## src/rtl/rfm_pkg.sv

```systemverilog
// Shared types and constants of the reciprocal frequency meter.
// Used by rfm_divider, rfm_poll, the top level and the testbench; no dependencies.
`timescale 1ns / 1ps

package rfm_pkg;

  localparam int DATA_W    = 32;
  localparam int TIME_W    = 32;
  localparam int CNT_W     = $clog2(DATA_W);
  localparam int CFG_IDX_W = 8;

  localparam logic [CFG_IDX_W-1:0] REG_FREQ_NUMERATOR     = 8'd0;
  localparam logic [CFG_IDX_W-1:0] REG_TIMEOUT_US         = 8'd1;
  localparam logic [CFG_IDX_W-1:0] REG_REPORT_INTERVAL_US = 8'd2;
  localparam logic [CFG_IDX_W-1:0] REG_CHANGE_SPACING_US  = 8'd3;

  localparam logic [DATA_W-1:0] FREQ_NUMERATOR_RST     = 32'd100000000;
  localparam logic [TIME_W-1:0] TIMEOUT_US_RST         = 32'd2000000;
  localparam logic [TIME_W-1:0] REPORT_INTERVAL_US_RST = 32'd1000000;
  localparam logic [TIME_W-1:0] CHANGE_SPACING_US_RST  = 32'd200000;
  localparam logic [DATA_W-1:0] LAST_REPORTED_RST      = 32'hFFFF_FFFF;

  localparam logic OP_EDGE = 1'b0;
  localparam logic OP_POLL = 1'b1;

  typedef enum logic [1:0] {
    ST_IDLE,
    ST_DIV,
    ST_PUSH
  } rfm_state_t;

  typedef struct packed {
    logic              start;
    logic [DATA_W-1:0] num;
    logic [DATA_W-1:0] den;
  } div_req_t;

  typedef struct packed {
    logic              busy;
    logic              done;
    logic [DATA_W-1:0] quot;
  } div_rsp_t;

  typedef struct packed {
    logic              lost;
    logic              report;
    logic [DATA_W-1:0] freq;
  } poll_rsp_t;

endpackage

```

## src/rtl/rfm_divider.sv

```systemverilog
// Bit-serial restoring divider: one quotient bit per cycle for a DATA_W-bit quotient.
// Depends on rfm_pkg.
`timescale 1ns / 1ps

module rfm_divider (
  input  logic             clk,
  input  logic             rst,
  input  rfm_pkg::div_req_t req,
  output rfm_pkg::div_rsp_t rsp
);

  logic                         busy;
  logic                         done;
  logic [rfm_pkg::CNT_W-1:0]    cnt;
  logic [rfm_pkg::DATA_W-1:0]   rem;
  logic [rfm_pkg::DATA_W-1:0]   quot;
  logic [rfm_pkg::DATA_W-1:0]   den;
  logic [rfm_pkg::DATA_W:0]     shifted;
  logic [rfm_pkg::DATA_W+1:0]   diff;
  logic                         fits;

  // The numerator is shifted out at the top of quot while quotient bits enter at the bottom.
  assign shifted = {rem, quot[rfm_pkg::DATA_W-1]};
  assign diff    = {1'b0, shifted} - {2'b00, den};
  assign fits    = ~diff[rfm_pkg::DATA_W+1];

  always_ff @(posedge clk) begin
    if (rst) begin
      busy <= 1'b0;
      done <= 1'b0;
    end else begin
      done <= 1'b0;
      if (req.start) begin
        busy <= 1'b1;
      end else if (busy && (cnt == rfm_pkg::CNT_W'(rfm_pkg::DATA_W - 1))) begin
        busy <= 1'b0;
        done <= 1'b1;
      end
    end
  end

  always_ff @(posedge clk) begin
    if (req.start) begin
      cnt  <= '0;
      rem  <= '0;
      quot <= req.num;
      den  <= req.den;
    end else if (busy) begin
      cnt  <= cnt + 1'b1;
      rem  <= fits ? diff[rfm_pkg::DATA_W-1:0] : shifted[rfm_pkg::DATA_W-1:0];
      quot <= {quot[rfm_pkg::DATA_W-2:0], fits};
    end
  end

  assign rsp.busy = busy;
  assign rsp.done = done;
  assign rsp.quot = quot;

endmodule

```

## src/rtl/rfm_poll.sv

```systemverilog
// Poll decision: signal-loss timeout and report throttling for one service poll.
// Depends on rfm_pkg.
`timescale 1ns / 1ps

module rfm_poll (
  input  logic [rfm_pkg::TIME_W-1:0] now,
  input  logic [rfm_pkg::TIME_W-1:0] last_edge_time,
  input  logic                       edge_seen,
  input  logic [rfm_pkg::DATA_W-1:0] frequency,
  input  logic [rfm_pkg::TIME_W-1:0] last_report_time,
  input  logic [rfm_pkg::DATA_W-1:0] last_reported_value,
  input  logic [rfm_pkg::TIME_W-1:0] timeout_us,
  input  logic [rfm_pkg::TIME_W-1:0] report_interval_us,
  input  logic [rfm_pkg::TIME_W-1:0] change_spacing_us,
  output rfm_pkg::poll_rsp_t         rsp
);

  logic [rfm_pkg::TIME_W-1:0] since_edge;
  logic [rfm_pkg::TIME_W-1:0] since_report;
  logic [rfm_pkg::DATA_W-1:0] freq_new;
  logic                       lost;

  // Differences wrap modulo the timestamp width.
  assign since_edge   = now - last_edge_time;
  assign since_report = now - last_report_time;
  assign lost         = edge_seen && (since_edge > timeout_us);
  assign freq_new     = lost ? '0 : frequency;

  assign rsp.lost   = lost;
  assign rsp.freq   = freq_new;
  assign rsp.report = (since_report >= report_interval_us) ||
                      ((freq_new != last_reported_value) &&
                       (since_report >= change_spacing_us));

endmodule

```

## src/rtl/reciprocal_frequency_meter_unit.sv

```systemverilog
// Top level of the reciprocal frequency meter: handshakes, configuration, state and sequencing.
// Depends on rfm_pkg, rfm_divider and rfm_poll.
`timescale 1ns / 1ps

// The input stream carries one request per edge or poll: s_tdata is the microsecond
// timestamp and s_tuser is the kind (0 = captured rising edge, 1 = service poll).
// Every request yields exactly one result on the output stream: m_tdata is the
// frequency in hundredths of a hertz held after the request, m_tuser[0] marks a
// poll that issues a report and m_tuser[1] a poll that cleared the frequency
// because no edge came within the timeout.
// An edge that follows an earlier edge with a nonzero period runs the bit-serial
// divider, which produces one quotient bit per cycle; such a request shows its
// result in the same cycle that the input is ready again, and no request is taken
// while the divider's 32 iterations run. All other requests pass through the push
// state into the output register; the next request waits until that result is pushed.
// The result sits in an output register, so a new request is taken while the
// receiver stalls; a second finished result waits until that register drains.
// The configuration channel (cfg_valid, cfg_ready, cfg_index, cfg_data) is always
// ready and writes one register per request; unknown indexes are ignored. Writes are
// expected only while the block is idle.
// A synchronous reset restores the register defaults, forgets the previous edge,
// clears the frequency and the output register, and sets the last reported value
// to all ones.

module reciprocal_frequency_meter_unit (
  input  logic                          clk,
  input  logic                          rst,
  // Input stream.
  input  logic                          s_tvalid,
  output logic                          s_tready,
  input  logic [31:0]                   s_tdata,   // [31:0] time_us
  input  logic                          s_tuser,   // [0] op
  // Output stream.
  output logic                          m_tvalid,
  input  logic                          m_tready,
  output logic [31:0]                   m_tdata,   // [31:0] freq_x100
  output logic [1:0]                    m_tuser,   // [0] report_valid, [1] signal_lost
  // Configuration writes.
  input  logic                          cfg_valid,
  output logic                          cfg_ready,
  input  logic [rfm_pkg::CFG_IDX_W-1:0] cfg_index,
  input  logic [31:0]                   cfg_data
);

  rfm_pkg::rfm_state_t state;
  rfm_pkg::rfm_state_t state_next;

  // Configuration registers.
  logic [rfm_pkg::DATA_W-1:0] freq_numerator;
  logic [rfm_pkg::TIME_W-1:0] timeout_us;
  logic [rfm_pkg::TIME_W-1:0] report_interval_us;
  logic [rfm_pkg::TIME_W-1:0] change_spacing_us;

  // Measurement state.
  logic [rfm_pkg::TIME_W-1:0] last_edge_time;
  logic                       edge_seen;
  logic [rfm_pkg::DATA_W-1:0] frequency;
  logic [rfm_pkg::TIME_W-1:0] last_report_time;
  logic [rfm_pkg::DATA_W-1:0] last_reported_value;

  // Finished result waiting for the output register.
  logic [rfm_pkg::DATA_W-1:0] res_freq;
  logic                       res_report;
  logic                       res_lost;

  logic                       accept;
  logic                       is_edge;
  logic [rfm_pkg::TIME_W-1:0] now;
  logic [rfm_pkg::TIME_W-1:0] period;
  logic                       need_div;
  logic                       push;

  rfm_pkg::div_req_t  div_req;
  rfm_pkg::div_rsp_t  div_rsp;
  rfm_pkg::poll_rsp_t poll_rsp;

  assign cfg_ready = 1'b1;
  assign accept    = s_tvalid && s_tready;
  assign is_edge   = (s_tuser == rfm_pkg::OP_EDGE);
  assign now       = s_tdata[rfm_pkg::TIME_W-1:0];
  assign period    = now - last_edge_time;
  assign need_div  = is_edge && edge_seen && (period != '0);

  assign div_req.start = accept && need_div;
  assign div_req.num   = freq_numerator;
  assign div_req.den   = period;

  rfm_divider u_divider (
    .clk (clk),
    .rst (rst),
    .req (div_req),
    .rsp (div_rsp)
  );

  rfm_poll u_poll (
    .now                 (now),
    .last_edge_time      (last_edge_time),
    .edge_seen           (edge_seen),
    .frequency           (frequency),
    .last_report_time    (last_report_time),
    .last_reported_value (last_reported_value),
    .timeout_us          (timeout_us),
    .report_interval_us  (report_interval_us),
    .change_spacing_us   (change_spacing_us),
    .rsp                 (poll_rsp)
  );

  // Next state.
  always_comb begin
    state_next = state;
    case (state)
      rfm_pkg::ST_IDLE: begin
        if (accept) begin
          state_next = need_div ? rfm_pkg::ST_DIV : rfm_pkg::ST_PUSH;
        end
      end
      rfm_pkg::ST_DIV: begin
        if (div_rsp.done) begin
          state_next = rfm_pkg::ST_PUSH;
        end
      end
      rfm_pkg::ST_PUSH: begin
        if (!m_tvalid || m_tready) begin
          state_next = rfm_pkg::ST_IDLE;
        end
      end
      default: state_next = rfm_pkg::ST_IDLE;
    endcase
  end

  // Outputs of the sequencer.
  always_comb begin
    s_tready = 1'b0;
    push     = 1'b0;
    case (state)
      rfm_pkg::ST_IDLE: s_tready = 1'b1;
      rfm_pkg::ST_DIV:  s_tready = 1'b0;
      rfm_pkg::ST_PUSH: push = !m_tvalid || m_tready;
      default: begin
        s_tready = 1'b0;
        push     = 1'b0;
      end
    endcase
  end

  always_ff @(posedge clk) begin
    if (rst) begin
      state <= rfm_pkg::ST_IDLE;
    end else begin
      state <= state_next;
    end
  end

  // Configuration registers.
  always_ff @(posedge clk) begin
    if (rst) begin
      freq_numerator     <= rfm_pkg::FREQ_NUMERATOR_RST;
      timeout_us         <= rfm_pkg::TIMEOUT_US_RST;
      report_interval_us <= rfm_pkg::REPORT_INTERVAL_US_RST;
      change_spacing_us  <= rfm_pkg::CHANGE_SPACING_US_RST;
    end else if (cfg_valid && cfg_ready) begin
      case (cfg_index)
        rfm_pkg::REG_FREQ_NUMERATOR:     freq_numerator     <= cfg_data;
        rfm_pkg::REG_TIMEOUT_US:         timeout_us         <= cfg_data;
        rfm_pkg::REG_REPORT_INTERVAL_US: report_interval_us <= cfg_data;
        rfm_pkg::REG_CHANGE_SPACING_US:  change_spacing_us  <= cfg_data;
        default: ;
      endcase
    end
  end

  // Measurement state. Edges and polls update it when accepted; a divided edge
  // updates the frequency once the quotient is complete.
  always_ff @(posedge clk) begin
    if (rst) begin
      last_edge_time      <= '0;
      edge_seen           <= 1'b0;
      frequency           <= '0;
      last_report_time    <= '0;
      last_reported_value <= rfm_pkg::LAST_REPORTED_RST;
    end else if (accept) begin
      if (is_edge) begin
        last_edge_time <= now;
        edge_seen      <= 1'b1;
      end else begin
        if (poll_rsp.lost) begin
          frequency <= '0;
          edge_seen <= 1'b0;
        end
        if (poll_rsp.report) begin
          last_reported_value <= poll_rsp.freq;
          last_report_time    <= now;
        end
      end
    end else if ((state == rfm_pkg::ST_DIV) && div_rsp.done) begin
      frequency <= div_rsp.quot;
    end
  end

  // Pending result.
  always_ff @(posedge clk) begin
    if (accept) begin
      res_freq   <= is_edge ? frequency : poll_rsp.freq;
      res_report <= !is_edge && poll_rsp.report;
      res_lost   <= !is_edge && poll_rsp.lost;
    end else if ((state == rfm_pkg::ST_DIV) && div_rsp.done) begin
      res_freq <= div_rsp.quot;
    end
  end

  // Output register.
  always_ff @(posedge clk) begin
    if (rst) begin
      m_tvalid <= 1'b0;
    end else if (push) begin
      m_tvalid <= 1'b1;
    end else if (m_tready) begin
      m_tvalid <= 1'b0;
    end
  end

  always_ff @(posedge clk) begin
    if (push) begin
      m_tdata <= res_freq;
      m_tuser <= {res_lost, res_report};
    end
  end

endmodule

```

## config.mk

```make
export PLATFORM = sky130hd
export DESIGN_NAME = reciprocal_frequency_meter_unit
export DESIGN_NICKNAME = d
export VERILOG_FILES = /design/src/rtl/rfm_pkg.sv /design/src/rtl/rfm_divider.sv /design/src/rtl/rfm_poll.sv /design/src/rtl/reciprocal_frequency_meter_unit.sv
export SDC_FILE = /design/constraint.sdc
export NUM_CORES = 1
export LEC_CHECK = 0
export ABC_AREA = 1
export BUFFER_PORTS_ARGS = -buffer_cell sky130_fd_sc_hd__buf_2
export CAP_MARGIN = 10
export CORE_MARGIN = 2
export CORE_UTILIZATION = 67
export DETAILED_ROUTE_END_ITERATION = 10
export PLACE_DENSITY = 0.86
export SYNTH_ARGS = -nofsm -noshare
export SYNTH_HDL_FRONTEND = slang
export SYNTH_SLANG_ARGS = --single-unit
export TNS_END_PERCENT = 20
```

## constraint.sdc

```tcl
create_clock -name clk -period 8.22 [get_ports clk]
set_input_delay 1.644 -clock clk [delete_from_list [all_inputs] [get_ports clk]]
set_output_delay 1.644 -clock clk [all_outputs]
set_load 0.02 [all_outputs]
```

After elaboration in Yosys (flattened, before gate mapping)
Cells that the tools add are included.
W data, S select, Z words.
{"block": "op_classes", "reduce_logical": 29, "add_sub_neg": 4, "n_div": 0, "n_bitwise": 2, "order_cmp": 3, "n_shift": 0, "n_mux": 21, "eq_ne": 11, "mul": 0}
{"cell": "$mux W32", "count": 7}
{"cell": "$ge A32 B32 Y1", "count": 2}
{"cell": "$sub A32 B32 Y32", "count": 2}
{"cell": "$sub A33 B32 Y34", "count": 1}
{"cell": "$gt A32 B32 Y1", "count": 1}
{"cell": "$ne A32 B32 Y1", "count": 1}
{"cell": "$reduce_bool A32 Y1", "count": 1}
{"cell": "$eq A8 B2 Y1 const B", "count": 2}
{"cell": "$reduce_and A2 Y1", "count": 6}
{"cell": "$logic_and A1 B1 Y1", "count": 10}
{"cell": "$mux W1", "count": 9}
{"cell": "$eq A8 B1 Y1 const B", "count": 1}
{"cell": "$logic_not A8 Y1", "count": 1}
{"cell": "$mux W2", "count": 4}
{"cell": "$reduce_bool A2 Y1", "count": 4}
{"cell": "$pmux W2 S3", "count": 1}
{"cell": "$reduce_and A3 Y1", "count": 2}
{"cell": "$add A5 B1 Y5 const B", "count": 1}
{"cell": "$eq A5 B5 Y1 const B", "count": 1}
{"cell": "$ne A2 B1 Y1 const B", "count": 2}
{"cell": "$ne A2 B2 Y1 const B", "count": 2}
{"cell": "$eq A2 B1 Y1 const B", "count": 1}
{"cell": "$eq A2 B2 Y1 const B", "count": 1}
{"cell": "$logic_not A2 Y1", "count": 1}
{"cell": "other kinds (4)", "count": 6}
{"block": "totals", "latchBits": 0, "output_inout_bits": 37, "mem_count": 0, "ram_bits": 0, "elab_cells": 92, "regBits": 431, "in_bits": 78, "rom_bits": 0}

Longest topological paths before layout
{"block": "depth", "word_depth": 8, "mapped_depth": 39, "ltp_nobuf": 37}

By module
From an unflattened synthesis, not the netlist that was laid out.
{"block": "unflattened", "cells_unflattened": 3962, "area_unflattened_um2": 27640.3}
{"module": "reciprocal_frequency_meter_unit", "n_inst": 1, "area_per_inst_um2": 14072.2, "cells_per_inst": 1814, "seq_area_each_um2": 7247.0}
{"module": "rfm_divider", "n_inst": 1, "area_per_inst_um2": 6829.0, "cells_per_inst": 983, "seq_area_each_um2": 2702.6}
{"module": "rfm_poll", "n_inst": 1, "area_per_inst_um2": 6739.0, "cells_per_inst": 1165, "seq_area_each_um2": 0.0}

Worst setup path after synthesis
No wires, ideal clock.
{"block": "synth_path", "path_type": "input-to-reg", "startpoint": "in s_tdata[0]", "endpoint": "reg last_reported_value[0] in the netlist's numbering", "path_stages": 39, "setup_time_ps": 130, "slack_ps": 2577, "required_ps": 8090, "t_arrival_ps": 5513, "n_path_buf": 4, "cell_sequence": "inv_1 -> ha_1 -> inv_1 -> fa_1 -> nand3_1 -> nand3_1 -> a21boi_1 -> o21ai_1 -> nand2_1 -> nand2_1 -> nand2_1 -> nand2_1 -> or2_1 -> nand2_1 -> inv_1 -> ha_1 -> nand2_1 -> nor2_1 -> [3 not listed] -> nand2_1 -> nand3_2 -> buf_6 -> buf_6 -> nand2_1 -> nand2_1 -> nand2_1 -> nand2_1 -> nor2_1 -> nand2_1 -> nor2_1 -> nand2_1 -> nand2_1 -> nand2_2 -> buf_6 -> buf_6 -> nand3b_1 -> nand3_1"}
{"item": "from (decl)", "line": "reciprocal_frequency_meter_unit.sv:31", "source": "input logic [31:0] s_tdata,"}
{"item": "to (signal assigned)", "line": "reciprocal_frequency_meter_unit.sv:180", "source": "last_reported_value <= rfm_pkg::LAST_REPORTED_RST;"}
{"item": "to (signal assigned)", "line": "reciprocal_frequency_meter_unit.sv:191", "source": "last_reported_value <= poll_rsp.freq;"}
{"item": "to (decl)", "line": "reciprocal_frequency_meter_unit.sv:59", "source": "logic [rfm_pkg::DATA_W-1:0] last_reported_value;"}

==> impl_metrics.tcl <==
set metrics [dict create \
    core_um2 36260 \
    grt_pass1_wl_um 105600 \
    worst_pin_slew_ps 1187 \
    yosysTopAreaCellShare_pct 24.45 \
    post-synth-top-count-cell "nand2_1" \
    grt_pass1_vias 21191 \
    min_period_ps 7066 \
    port_buffers 113 \
    switching_share_pct 31.93 \
    start_util_pct 67.51 \
    avgSynthCellArea_um2 7.614 \
    fin_tns_setup_ps 0 \
    fillerInstances 2735 \
    cts_hold_buf 0 \
    synth_async_sr_flop_share_pct 0 \
    ys_seq_area_share_pct 40.65 \
    max_slew_margin_pct 20.72 \
    cp-start-kind "input port" \
    pwr-share-seq_pct 39.9 \
    yosys.area.top_type "dfxtp_1" \
    powerDensity_nw_per_um2 225.3 \
    fin_cells 3765 \
    hpwlAfterDp_um 47640 \
    grt.overflow.total 0 \
    die_h_um 195.1 \
    clk_latency_ps 610 \
    p_clk_share_pct 36.0 \
    drt_iter0_drc 1942 \
    clk_path_buf_depth 3 \
    nNetsFinal 3533 \
    switching_power_w 0.001924 \
    multi_input_area_um2 12190 \
    rows 70 \
    root_buffer "clkbuf_16" \
    drv_slew 0 \
    max_freq_mhz 141.5 \
    preCtsSetupSlack_ps 726.4 \
    rsz0062_at_grt "no" \
    syn-instance-count 3215 \
    gp_congestion 0.9949 \
    seq_area_um2 9950 \
    worst-path-max-fanout 32 \
    cts_tree "yes" \
    final_util_pct 73.74 \
    drtPass1Iterations 6 \
    drive_gt1_share_pct 7.130 \
    syn_to_final_growth_pct 9.226 \
    wirelength_um 66000 \
    setup_viol 0 \
    synth_nets 3488 \
    synth-edff-count 132 \
    internal-power_w 0.004101 \
    htreeDepth 2 \
    clock-sinks 431 \
    clk_pin_slew_worst_paths_ps 60 \
    cts_resized 0 \
    cap_viol_max_count 0 \
    dp.cells 3682 \
    synth-main-ff-cell "dfxtp_1" \
    end_kind "flop" \
    crit_type "input port to flop" \
    antenna_left 0 \
    ios 115 \
    crit_path_frequent_cell "nand2_1" \
    synth.cell_area_um2 24480 \
    cp.arrival_ps 7600 \
    irDropWorstVdd_uv 200.9 \
    fp.dieW_um 195.1 \
    p_comb_share_pct 24.1 \
    outcome "finished clean" \
    synth.area.top_cells "dfxtp_1 24%, edfxtp_1 16%, nand2_1 11%" \
    grt_usage_pct 34.36 \
    finalHoldViolations 0 \
    ys_warn_count 0 \
    post_cts_buffers 0 \
    cp.required_ps 8760 \
    synth_cell_types 54 \
    hold_path.class "flop to flop" \
    crit_path_top_delay_cell "nand2_1" \
    viasPerCell 5.845 \
    antenna_found_initial 2 \
    synthTopCellsByCount "738 x nand2_1, 457 x inv_1, 299 x dfxtp_1" \
    grt_max_degree 152 \
    fin_skew_ps 44.80 \
    post-route-period-util_pct 85.97 \
    routedWlPerCell_um 17.53 \
    setup_slack_ps 1154 \
    slowest_delay_ps 550 \
    die_area_um2 38080 \
    num_vias 22008 \
    cts_buffers 44 \
    ys_ff_latch 431 \
    route.detailed.drc 0 \
    power_leakage_nw 12.62 \
]
## per-layer routing
layer	global-route usage [%]	vias to the layer above	routed length [µm]
met4	19.20	0	3755
met5	0	-	0
met3	5.751	197	5457
met1	43.18	10174	26590
met2	56.55	970	30190
li1	-	10667	-
## logic make-up after synthesis
kind of cell    synth area share (%)
simple gates                   20.03
compound gates                 16.72
buf+inv                        9.666
flops                          40.65
fa+ha+maj                      10.06
xor+xnor                       2.862
other cells                  0.01532
## power by group through the flow
stage               registers, W  clock network [W]  logic, W
finish                   0.00241            0.00217   0.00145
global route             0.00242            0.00226   0.00160
CTS                      0.00240            0.00218   0.00142
detailed placement       0.00245                  0   0.00140
global placement         0.00244                  0   0.00133
floorplan                0.00245                  0  0.000998
## critical path: cells and delay by family
| kind | cells | cell delay, ps |
|---|---|---|
| compound gates | 2 | 420 |
| fa+ha+maj | 3 | 820 |
| buf+inv | 6 | 1060 |
| simple gates | 28 | 3640 |
## path summary, 6_finish.rpt
| path | startpoint | depth (start not counted) | to | slack, ps |
|---|---|---|---|---|
| setup / recovery | s_tdata[0] | 39 | last_reported_value[21]$_SDFFE_PP1P_ | 1150 |
| hold / removal | res_freq[20]$_DFFE_PP_ | 0 | m_tdata[20]$_DFFE_PP_ | 420 |
| hold reg to reg | res_freq[20]$_DFFE_PP_ | 0 | m_tdata[20]$_DFFE_PP_ | 420 |
| setup reg to reg | last_edge_time[0]$_SDFFE_PP0P_ | 37 | last_reported_value[21]$_SDFFE_PP1P_ | 2080 |
## final cells by class
| class | instances | share of cell area, % |
|---|---|---|
| well taps | 468 | 2.190 |
| multi-input cells | 2190 | 45.60 |
| clock inverters | 25 | 1.441 |
| inverters | 465 | 6.547 |
| clock buffers | 57 | 4.413 |
| repair buffers | 128 | 2.583 |
| flip-flops and latches | 431 | 37.21 |
| diodes | 1 | 0.009359 |
## cells in the final DEF (no fill, tap or decap), types with 14 or more instances in the layout
cell type and instances:
xnor2_1 30, nand3b_1 41, a21o_1 17, dfxtp_1 299
a21oi_1 295, inv_1 456, o211ai_1 31, o21ai_0 280
o21bai_1 40, buf_4 14, nor2_1 187, xor2_1 50
nand3_1 143, edfxtp_1 132, nor3_1 23, nand4_1 19
nand2_1 734, clkbuf_16 44, ha_1 192, buf_2 113
## metrics by stage
stage               instance area, µm²  power (W)  hold WS, ps
floorplan                        24480   0.003443        400.3
global placement                 25170   0.003773        400.7
detailed placement               25170   0.003851        404.5
CTS                              26730   0.006002        419.6
global route                     26730   0.006279        429.9
finish                           26740   0.006025        418.3
Note: power is estimated with default switching activity, not from simulation.
